==> src/hw/rtl/lpmt_pkg.sv <==
package lpmt_pkg;

	// Operation codes carried on the opcode field.
	localparam logic OP_ADD    = 1'b0;
	localparam logic OP_LOOKUP = 1'b1;

	// Completion codes for an add request.
	localparam logic [1:0] ST_OK       = 2'd0;
	localparam logic [1:0] ST_INVALID  = 2'd1;
	localparam logic [1:0] ST_CONFLICT = 2'd2;
	localparam logic [1:0] ST_FULL     = 2'd3;

	// One stored listener.
	typedef struct packed {
		logic [31:0] address;
		logic [15:0] port;
		logic        kind;
		logic [31:0] context_tag;
	} entry_t;

	// Sequencer states.
	typedef enum logic [1:0] {
		S_IDLE,
		S_SCAN,
		S_DRAIN,
		S_FINISH
	} state_t;

endpackage

==> src/hw/rtl/listener_port_match_table.sv <==
// Listener port match table.
// Input channel (in_valid/in_ready) carries one request: an add of a listener
// (opcode 0) or a lookup of a destination (opcode 1). Output channel
// (out_valid/out_ready) returns exactly one response per request, in order.
// Entries are kept in a single-port synchronous memory and filled from slot 0
// upward; they are never removed, so a fill count marks the live entries.
// A request reads the live entries one per cycle, compares each as its read
// data returns, then writes the new entry (add, status ok) and loads the
// output register. The scan is bounded by the one read port of the entry
// memory: its length grows with the number of live entries, and an empty
// table skips the scan. Requests are processed one at a time: the next one
// is accepted the cycle after a response loads.
// The output register lets a new request be accepted while the previous
// response still waits; if the receiver stalls, the finished response of the
// next request holds in the block until the register frees up.
// Reset (arst_n low) empties the table at once: the fill count clears and no
// memory sweep is needed. The response channel is idle after reset.
module listener_port_match_table #(
	parameter int TABLE_ENTRIES = 16
) (
	input  logic        clk,
	input  logic        arst_n,
	input  logic        in_valid,
	output logic        in_ready,
	input  logic        opcode,
	input  logic [31:0] local_address,
	input  logic [15:0] port_number,
	input  logic        handler_present,
	input  logic        handler_kind,
	input  logic [31:0] context_tag,
	output logic        out_valid,
	input  logic        out_ready,
	output logic [1:0]  status,
	output logic        found,
	output logic        matched_wildcard,
	output logic        found_kind,
	output logic [31:0] found_context
);
	import lpmt_pkg::*;

	localparam int IDX_W = (TABLE_ENTRIES > 1) ? $clog2(TABLE_ENTRIES) : 1;
	localparam int CNT_W = $clog2(TABLE_ENTRIES + 1);
	localparam logic [CNT_W-1:0] CNT_FULL = CNT_W'(TABLE_ENTRIES);

	state_t state_q, state_d;

	// Latched request.
	logic        op_q;
	logic [31:0] addr_q;
	logic [15:0] port_q;
	logic        present_q;
	logic        kind_q;
	logic [31:0] ctx_q;

	logic [CNT_W-1:0] cnt_q;
	logic [IDX_W-1:0] idx_q;

	// Entry memory and its registered read port.
	entry_t mem [TABLE_ENTRIES];
	entry_t rd_data_s1;
	logic   rd_vld_s1;

	// Scan results.
	logic        conflict_q;
	logic        exact_hit_q;
	logic        wild_hit_q;
	logic        exact_kind_q;
	logic [31:0] exact_ctx_q;
	logic        wild_kind_q;
	logic [31:0] wild_ctx_q;

	// Output register.
	logic        out_valid_q;
	logic [1:0]  status_q;
	logic        found_q;
	logic        wild_q;
	logic        fkind_q;
	logic [31:0] fctx_q;

	logic in_accept;
	logic rd_en;
	logic last_issue;
	logic finish;
	logic out_free;
	logic add_ok;
	logic [1:0] add_status;

	logic port_eq;
	logic exact_eq;
	logic wild_eq;

	assign in_accept  = in_valid && in_ready;
	assign last_issue = ((CNT_W'(idx_q) + CNT_W'(1)) == cnt_q);
	assign out_free   = !out_valid_q || out_ready;

	// Compare the entry whose read data has just returned.
	assign port_eq  = rd_vld_s1 && (rd_data_s1.port == port_q);
	assign exact_eq = port_eq && (rd_data_s1.address == addr_q);
	assign wild_eq  = port_eq && (rd_data_s1.address == 32'd0);

	// Add outcome once every live entry has been compared.
	always_comb begin
		if ((port_q == 16'd0) || !present_q) begin
			add_status = ST_INVALID;
		end else if (conflict_q) begin
			add_status = ST_CONFLICT;
		end else if (cnt_q == CNT_FULL) begin
			add_status = ST_FULL;
		end else begin
			add_status = ST_OK;
		end
	end
	assign add_ok = (op_q == OP_ADD) && (add_status == ST_OK);

	// Sequencer state register.
	always_ff @(posedge clk or negedge arst_n) begin
		if (!arst_n) begin
			state_q <= S_IDLE;
		end else begin
			state_q <= state_d;
		end
	end

	// Next state and control.
	always_comb begin
		state_d  = state_q;
		in_ready = 1'b0;
		rd_en    = 1'b0;
		finish   = 1'b0;
		case (state_q)
			S_IDLE: begin
				in_ready = 1'b1;
				if (in_valid) begin
					state_d = (cnt_q == '0) ? S_FINISH : S_SCAN;
				end
			end
			S_SCAN: begin
				rd_en = 1'b1;
				if (last_issue) begin
					state_d = S_DRAIN;
				end
			end
			S_DRAIN: begin
				state_d = S_FINISH;
			end
			S_FINISH: begin
				if (out_free) begin
					finish  = 1'b1;
					state_d = S_IDLE;
				end
			end
			default: begin
				state_d = S_IDLE;
			end
		endcase
	end

	// Request capture.
	always_ff @(posedge clk) begin
		if (in_accept) begin
			op_q      <= opcode;
			addr_q    <= local_address;
			port_q    <= port_number;
			present_q <= handler_present;
			kind_q    <= handler_kind;
			ctx_q     <= context_tag;
		end
	end

	// Scan index and fill count.
	always_ff @(posedge clk or negedge arst_n) begin
		if (!arst_n) begin
			idx_q     <= '0;
			cnt_q     <= '0;
			rd_vld_s1 <= 1'b0;
		end else begin
			rd_vld_s1 <= rd_en;
			if (in_accept) begin
				idx_q <= '0;
			end else if (rd_en && !last_issue) begin
				idx_q <= idx_q + IDX_W'(1);
			end
			if (finish && add_ok) begin
				cnt_q <= cnt_q + CNT_W'(1);
			end
		end
	end

	// Entry memory: one read or one write per cycle.
	always_ff @(posedge clk) begin
		if (finish && add_ok) begin
			mem[cnt_q[IDX_W-1:0]] <= '{address: addr_q, port: port_q, kind: kind_q,
				context_tag: ctx_q};
		end
		if (rd_en) begin
			rd_data_s1 <= mem[idx_q];
		end
	end

	// Accumulate conflicts and the first exact and wildcard matches.
	always_ff @(posedge clk) begin
		if (in_accept) begin
			conflict_q  <= 1'b0;
			exact_hit_q <= 1'b0;
			wild_hit_q  <= 1'b0;
		end else begin
			if (port_eq && (exact_eq || wild_eq || (addr_q == 32'd0))) begin
				conflict_q <= 1'b1;
			end
			if (exact_eq && !exact_hit_q) begin
				exact_hit_q  <= 1'b1;
				exact_kind_q <= rd_data_s1.kind;
				exact_ctx_q  <= rd_data_s1.context_tag;
			end
			if (wild_eq && !exact_eq && !wild_hit_q) begin
				wild_hit_q  <= 1'b1;
				wild_kind_q <= rd_data_s1.kind;
				wild_ctx_q  <= rd_data_s1.context_tag;
			end
		end
	end

	// Response valid flag.
	always_ff @(posedge clk or negedge arst_n) begin
		if (!arst_n) begin
			out_valid_q <= 1'b0;
		end else if (finish) begin
			out_valid_q <= 1'b1;
		end else if (out_ready) begin
			out_valid_q <= 1'b0;
		end
	end

	// Response payload.
	always_ff @(posedge clk) begin
		if (finish) begin
			if (op_q == OP_ADD) begin
				status_q <= add_status;
				found_q  <= 1'b0;
				wild_q   <= 1'b0;
				fkind_q  <= 1'b0;
				fctx_q   <= 32'd0;
			end else if (exact_hit_q) begin
				status_q <= ST_OK;
				found_q  <= 1'b1;
				wild_q   <= (addr_q == 32'd0);
				fkind_q  <= exact_kind_q;
				fctx_q   <= exact_ctx_q;
			end else if (wild_hit_q) begin
				status_q <= ST_OK;
				found_q  <= 1'b1;
				wild_q   <= 1'b1;
				fkind_q  <= wild_kind_q;
				fctx_q   <= wild_ctx_q;
			end else begin
				status_q <= ST_OK;
				found_q  <= 1'b0;
				wild_q   <= 1'b0;
				fkind_q  <= 1'b0;
				fctx_q   <= 32'd0;
			end
		end
	end

	assign out_valid        = out_valid_q;
	assign status           = status_q;
	assign found            = found_q;
	assign matched_wildcard = wild_q;
	assign found_kind       = fkind_q;
	assign found_context    = fctx_q;

endmodule
==> config.mk <==
export PLATFORM = sky130hd
export DESIGN_NAME = listener_port_match_table
export DESIGN_NICKNAME = d
export VERILOG_FILES = /design/src/hw/rtl/lpmt_pkg.sv /design/src/hw/rtl/listener_port_match_table.sv
export SDC_FILE = /design/constraint.sdc
export NUM_CORES = 1
export LEC_CHECK = 0
export BUFFER_PORTS_ARGS = -buffer_cell sky130_fd_sc_hd__buf_4
export CAP_MARGIN = 20
export CORE_MARGIN = 2
export CORE_UTILIZATION = 61
export DETAILED_ROUTE_END_ITERATION = 10
export PLACE_DENSITY = 0.78
export SLEW_MARGIN = 20
export SYNTH_ARGS = -nofsm -noshare
export SYNTH_HDL_FRONTEND = slang
export SYNTH_SLANG_ARGS = --single-unit
==> constraint.sdc <==
create_clock -name clk -period 24.5 [get_ports clk]
set_clock_uncertainty 0.2 [all_clocks]
set_input_delay 1.225 -clock clk [delete_from_list [all_inputs] [get_ports clk]]
set_output_delay 1.225 -clock clk [all_outputs]
set_load 0.01 [all_outputs]
* Yosys cells after proc, flatten, opt, wreduce, memory -nomap -nowiden
Memory sizes are Yosys's and may differ from the RTL's. A register that Yosys moved wholly into a read port is not among the register bits. Index checks and enable logic that the tools add are counted.
Storage, ports and cells: register bits after elaboration 202, RAM bits 1296, word-level logic and storage cells 96, memories kept 1
Cells by class: $add $sub $neg 3, equality and inequality tests 10, multiplexer cells 25, bitwise gates (word level) 2, reductions and logical operators 32
Memories:
- mem | words 16, bits a word 81, rd ports 1, clocked after memory_dff 1, write ports 1, RTL line listener_port_match_table.sv:59 | entry_t mem [TABLE_ENTRIES];
Operators by type and width (number):
- 32-bit zero test | 2
- 32-bit 2-to-1 mux | 2
- 32-bit == test | 1
- 16-bit == test | 1
- 16-bit zero test | 1
- 2-bit 2-to-1 mux | 7
- 1-bit 2-to-1 mux | 13
- 1-bit logical AND | 11
- 4-bit 2-to-1 mux | 2
- 2-bit one-hot mux with 4 select lines | 1
- 1-bit zero test | 6
- 2-bit inequality test (second input constant) | 3
- 4-bit by 1-bit adder with 5-bit output (second input constant) | 1
- 5-bit by 1-bit adder with 5-bit output (second input constant) | 1
- 5-bit == test | 1
- 5-bit == test (second input constant) | 1
- 5-bit zero test | 1
- 4-bit by 1-bit adder with 4-bit output (second input constant) | 1
- 2-bit == test (second input constant) | 2
- 2-bit zero test | 2
- 1-bit logical OR | 4
- 2-bit AND reduction | 2
- 2-bit nonzero test | 2
- 3-bit AND reduction | 1
- 2 further kinds | 3

* Longest topological paths before layout
Gate-level depths: netlist (run 1).
depth after elaboration 9, depth in mapped cells 9, mapped depth without buffers 6

* Least setup slack after synthesis (run 1)
Ideal clock, no wire load.
path kind input to register, start point input port out_ready, end point memory mem[3][0] in the netlist's numbering, enable pin, setup time 0.620 ns, arrival 8.376 ns, required time 23.680 ns, setup slack 15.304 ns, cell stages on the path 6, path buffers 1, cells stage by stage nand2b_1 -> and2_1 -> and4_1 -> buf_2 -> nand2_1 -> nor3_1
On the way: word-level cells in the longest chain between the ends 6
Ends and longest elaborated chain:
- start: declaration | RTL line listener_port_match_table.sv:32 | input logic out_ready,
- 1-bit logical OR | RTL line listener_port_match_table.sv:94 | assign out_free = !out_valid_q || out_ready;
- 1-bit 2-to-1 mux | RTL line listener_port_match_table.sv:147 | if (out_free) begin
- 1-bit 2-to-1 mux | RTL line listener_port_match_table.sv:130 | case (state_q)
- net finish | RTL line listener_port_match_table.sv:83 | logic finish;
- 1-bit logical AND | RTL line listener_port_match_table.sv:191 | if (finish && add_ok) begin
- 1-bit 2-to-1 mux | RTL line listener_port_match_table.sv:191
- 1-bit 2-to-1 mux (implied by the code) | RTL line listener_port_match_table.sv:192 | mem[cnt_q[IDX_W-1:0]] <= '{address: addr_q, port: port_q, kind: kind_q,
- end: declaration | RTL line listener_port_match_table.sv:59
The timed path passes the listed nets, and every way through them passes these cells.

* Final worst setup path (run 1)
start point input port out_ready, end point memory mem[12][11] in the netlist's numbering, enable pin
The elaborated chain is that of the path after synthesis.

==> results of run 1 <==
worst max-delay path, cell delays in order:
cell	delay (ns)
buf_4	0.12
nand2b_1	0.13
and2_2	0.15
buf_4	0.56
and4_1	0.50
nand2_1	0.29
nor2_4	0.74
buf_4	1.00
cells in the final DEF, fill, tap and decap left out, types with 4 or more instances in the layout:
master         n
nor2_1         7
dfrtp_1        9
mux2_2        81
inv_6          5
buf_12         4
edfxtp_1    1563
clkbuf_1      26
nand2_1       91
a221oi_1      81
nand4_1       21
xnor2_1       55
nor4_1        24
o21ai_0      144
clkinvlp_4     7
o21ai_1       22
mux2i_1      244
nor2b_1       35
a22oi_1      114
nand3_1        4
mux4_2       162
clkinv_2      27
bufinv_16     15
ha_1           8
nor2_4        11
inv_1          8
clkinv_1      34
buf_4        183
a21oi_1       89
nor3_2         4
dfrtp_4        4
clkbuf_16    156
nand2b_1       5
cells by family (layout without fill, tap and decap cells):
logic type / Yosys count / after routing
DFF: 1579 / 1579
buffers and inverters: 161 / 478
AOI/OAI and AO/OA: 464 / 464
xor gates and xnor gates: 58 / 58
and+or+nand+nor: 222 / 222
adders and majority gates: 9 / 9
muxes: 488 / 488
cell type report:
class / count / area, sq um / share of cell area
flip-flops and latches: 1579 / 47300 / 0.703
well taps: 1276 / 1600 / 0.0237
multi-input cells: 1241 / 11900 / 0.177
repair buffers: 191 / 1550 / 0.0230
clock buffers: 182 / 4000 / 0.0594
clock inverters: 95 / 903 / 0.0134
inverters: 10 / 42.5 / 0.000632
power breakdown:
part	total [mW]	switching, mW	leakage, nW	internal (mW)
registers	3.48	0.207	14.3	3.27
logic	1.19	0.681	4.66	0.511
clock network	2.31	0.979	2.39	1.33
total	6.98	1.87	21.4	5.11
final timing paths:
kind / end / slack, ns / cells after the start
worst max-delay path: mem[12][11] / 19.84 / 8
worst min-delay path: out_valid / 0.15 / 1
worst max register to register: mem[12][11] / 19.95 / 7
worst min register to register: wild_ctx_q[9] / 0.24 / 0
max in group asynchronous: idx_q[0] / 23.71 / 1
min in group clk: wild_ctx_q[9] / 0.24 / 0
routing by layer:
metal  GRT usage  up-vias  wire length, um  share of wire
li1            -    12600                -              -
met1       0.371    15600            51100           0.38
met2       0.433     1753            66000           0.49
met3      0.0489      284            12800          0.095
met4       0.103        0             4360          0.032
met5           0        -                0              0
registers in the layout (all words and copies together), names as in the netlist, 2 cells and up:
name           count
ctx_q             32
idx_q              4
addr_q            32
port_q            16
state_q            2
found_context     32
rd_data_s1        81
status             2
exact_ctx_q       32
wild_ctx_q        32
mem             1296
cnt_q              5
through the flow:
stage               setup slack [ns]  instance area (sq um)  utilization
floorplan                      15.30                  59900            -
global placement               18.95                  62300        0.642
detailed placement             19.14                  62300        0.643
CTS                            19.93                  67200        0.693
global route                   19.69                  67300        0.694
finish                         19.84                  67300        0.694
==> impl_metrics.yaml, run 1 <==
place:
  dpl.cell_count: 4294
  hpwl_um: 67900
  portBuffers: 125
  gp_congestion: 0.827
flow_run:
  drv_cap: 0
detailed_routing:
  wl_per_cell_um: 29.3
  detail-route-antenna-nets: 0
  remaining_drc_errors: 0
  drtIter0Drc: 4032
  routed_wl_um: 134000
  dr.pass1.iters: 5
  viasPerCell: 6.63
  vias: 30300
global_routing:
  grt_use_total: 0.268
  grt.overflow.total: 0
  grt_max_degree: 146
  antenna_found_initial: 0
  grt_first_pass_wirelength_um: 199000
  grt_pass1_vias: 31100
timing:
  max_freq_mhz: 214
  max_slew_margin: 0.221
  period_needed_ns: 4.66
  holdWs_ns: 0.152
  rsz0062_at_grt: "false"
  slew_violations: 0
  fin_crit_sh: 0.190
  tightest_slew_ns: 1.17
  hold_violations: 0
  finalSetupViolations: 0
  tns_ns: 0
logic_synthesis:
  yosysSeqAreaShare: 0.790
  syn-num-nets: 3077
  async_flop_share: 0.00823
  ys_seq_elements: 1579
  synth.avg_cell_area_sq_um: 20.1
  synth-compound-area-share: 0.0495
  synth-edff-count: 1563
  yosysMostFrequentCell: "edfxtp_1"
  synth_top_area_frac: 0.783
  synth_adder_area_share: 0.00188
  synthTopCellsByArea: "edfxtp_1 78%, mux4_2 6.1%, mux2i_1 4.1%"
  yosys.area_share.simple: 0.0187
  ys_types: 50
  syn_area_sq_um: 59900
  ys_warn_count: 0
  synthCells: 2981
  ys.flop_type: "edfxtp_1"
  muxShareOfSynthArea: 0.117
  synth_top_area_cell: "edfxtp_1"
  synth_xor_area_frac: 0.00848
  synth_top_family_by_area: "multiplexers"
  synth_common_cells: "1563 x edfxtp_1, 244 x mux2i_1, 162 x mux4_2"
floorplan:
  coreArea_sq_um: 97000
  rows: 114
  start_util: 0.618
  io_pins: 126
  die_w_um: 317
  die_area_sq_um: 101000
  chipHeight_um: 317
clock_tree:
  postCtsHoldBufs: 0
  clkSlewWorstSetupHoldPaths_ns: 0.06
  post-cts-setup-buffers: 0
  cts_buffers: 152
  clock-sinks: 1579
  cts_tree: "yes"
  cts.htree.levels: 4
  clock_latency_ns: 0.77
  clk_path_buf_depth: 3
  cts_root_buf: "clkbuf_16"
  cts.repair.resized: 0
critical_path:
  cp-start-kind: "input pin"
  path_max_fanout: 60
  end_kind: "flop"
  r2r_start: "state_q[0]"
  arrival_ns: 4.82
  crit_type: "input pin to flop"
  crit_start: "out_ready"
  critPathRequiredTime_ns: 24.66
cells_and_area:
  diodes: 0
  final_nets: 3271
  final_cell_count_no_fill: 4574
  area_delta_synth_final_pct: 12.4
  layout-drive-gt1-share: 0.208
  final.fill_count: 5715
power_and_ir_drop:
  peakVddDrop_mv: 0.0978
  power_mw: 6.98
  leakagePower_nw: 21.4
  power_density_nw_per_um2: 104
status:
  status: "completed"
worst_hold_path:
  hp-class: "input pin to async pin"
Power figures use the tool's default switching activity.
==> inputs of run 2 (changes only) <==
==> constraint.sdc (replaced) <==
create_clock -name clk -period 4.6 [get_ports clk]
set_clock_uncertainty 0.2 [all_clocks]
set_input_delay 0.23 -clock clk [delete_from_list [all_inputs] [get_ports clk]]
set_output_delay 0.23 -clock clk [all_outputs]
set_load 0.01 [all_outputs]
==> run 2 against run 1 <==
Wire length grew 2.1%. Core utilization increased by 1.3 points. Combinational power grew to 5.4 times the previous value. Highest routed layer is now met5.
==> impl_metrics.yaml, run 2 (synthesized netlist as in run 1, its figures left out) <==
status:
  status: "completed"
timing:
  max_slew_margin: 0.298
  tns_ns: 0
  slew_violations: 0
  period_needed_ns: 3.61
  max_freq_mhz: 277
  finalSetupViolations: 0
  rsz0062_at_grt: "false"
  hold_violations: 0
  fin_crit_sh: 0.785
  tightest_slew_ns: 1.05
cells_and_area:
  design_area_sq_um: 68600
  final_cell_count_no_fill: 4714
  layout-drive-gt1-share: 0.193
  area_delta_synth_final_pct: 14.5
  final.fill_count: 5552
  multi_input_area_sq_um: 11900
  final_cell_mix: "1563 x edfxtp_1, 244 x mux2i_1, 173 x buf_4"
  seqCellArea_sq_um: 47300
  final_nets: 3416
  mostFrequentLayoutCell: "edfxtp_1"
  largest_register_ffs: 1296
detailed_routing:
  dr.pass1.iters: 6
  wl_met2_um: 68500
  vias: 31000
  detail-route-antenna-nets: 0
  wirelength_met1_um: 51100
  remaining_drc_errors: 0
  routed_wl_um: 137000
  drtIter0Drc: 3577
  highest_layer: "met5"
  wl_met3_um: 13100
  wl_per_cell_um: 29.1
  viasPerCell: 6.57
critical_path:
  max_stage_delay_ns: 0.81
  cp_cell_sequence: "nor4_1, nand4_1, and4_1, nand2_1, nor3_4, buf_4"
  cp_top_family: "simple AND/OR/NAND/NOR gates"
  end_kind: "flop"
  crit_type: "flop to flop"
  cp-start-kind: "flop"
  arrival_ns: 3.76
  path_max_fanout: 46
  critPathBufInv: 1
  critPathRequiredTime_ns: 4.75
  cpMaxStageDelayCell: "edfxtp_1"
clock_tree:
  clk_path_buf_depth: 3
  cts_buffers: 148
  cts_root_buf: "clkbuf_16"
  cts.htree.levels: 4
  clock-sinks: 1579
  post-cts-setup-buffers: 0
  clock_latency_ns: 0.76
  cts_tree: "yes"
  clkSlewWorstSetupHoldPaths_ns: 0.07
power_and_ir_drop:
  peakVddDrop_mv: 0.428
  leakagePower_nw: 21.8
  power_mw: 36.5
  power_density_nw_per_um2: 532
global_routing:
  grt_use_total: 0.274
  grt_first_pass_wirelength_um: 203000
  grt.overflow.total: 0
  grt_pass1_vias: 31900
  grt_max_degree: 115
  antenna_found_initial: 3
floorplan:
  die_w_um: 317
  die_area_sq_um: 101000
  start_util: 0.618
  chipHeight_um: 317
  io_pins: 126
  rows: 114
  coreArea_sq_um: 97000
place:
  place_area_sq_um: 62600
  gp_congestion: 0.825
  portBuffers: 125
  hpwl_um: 72700
  dpl.cell_count: 4299
worst_hold_path:
  hp-class: "input pin to flop"
flow_run:
  drv_cap: 0
run 2: final cells by class:
class	count	share of cell area
Multi-Input combinational cell	1241	0.174
Tap cell	1276	0.0233
Sequential cell	1579	0.690
Antenna cell	1	0.0000365
Clock buffer	185	0.0579
Inverter	10	0.000620
Clock inverter	82	0.00804
Timing Repair Buffer	340	0.0462
run 2: path summary, 6_finish.rpt:
| check | startpoint | to | slack [ns] | cells past startpoint |
|---|---|---|---|---|
| max | port_q[2] | mem[3][67] | 0.99 | 6 |
| max reg2reg | port_q[2] | mem[3][67] | 0.99 | 6 |
| min reg2reg | rd_data_s1[0] | wild_ctx_q[0] | 0.25 | 0 |
| min in group asynchronous | arst_n | idx_q[0] | 0.47 | 3 |
| min | local_address[14] | addr_q[14] | 0.03 | 2 |
| max in group asynchronous | arst_n | idx_q[3] | 3.15 | 3 |
run 2: per-layer routing:
metal  GRT usage  up-vias
li1            -    12900
met1       0.375    15900
met2       0.453     1790
met3      0.0477      302
met4      0.0956        2
met5           0        -
run 2: repair_timing:
action / in CTS / in global routing
resized for setup: 0 / 0
hold endpoints to repair: 100 / 0
hold buffers: 147 / 0
run 2: stage by stage:
| stage | hold slack (ns) | utilization | worst slack (ns) |
|---|---|---|---|
| 3_5_place_dp | -0.0804 | 0.645 | 1.07 |
| 3_3_place_gp | -0.0854 | 0.645 | 1.18 |
| 2_1_floorplan | -0.266 | - | 0.0878 |
| 4_1_cts | 0.0000637 | 0.707 | 1.01 |
| 5_1_grt | 0.0245 | 0.707 | 0.900 |
| 6_report | 0.0267 | 0.707 | 0.991 |
run 2: where the power goes:
group	internal (mW)	switching (mW)	total (mW)
logic	2.82	3.59	6.41
registers	17.4	1.22	18.7
clock network	6.31	5.09	11.4
total	26.6	9.91	36.5
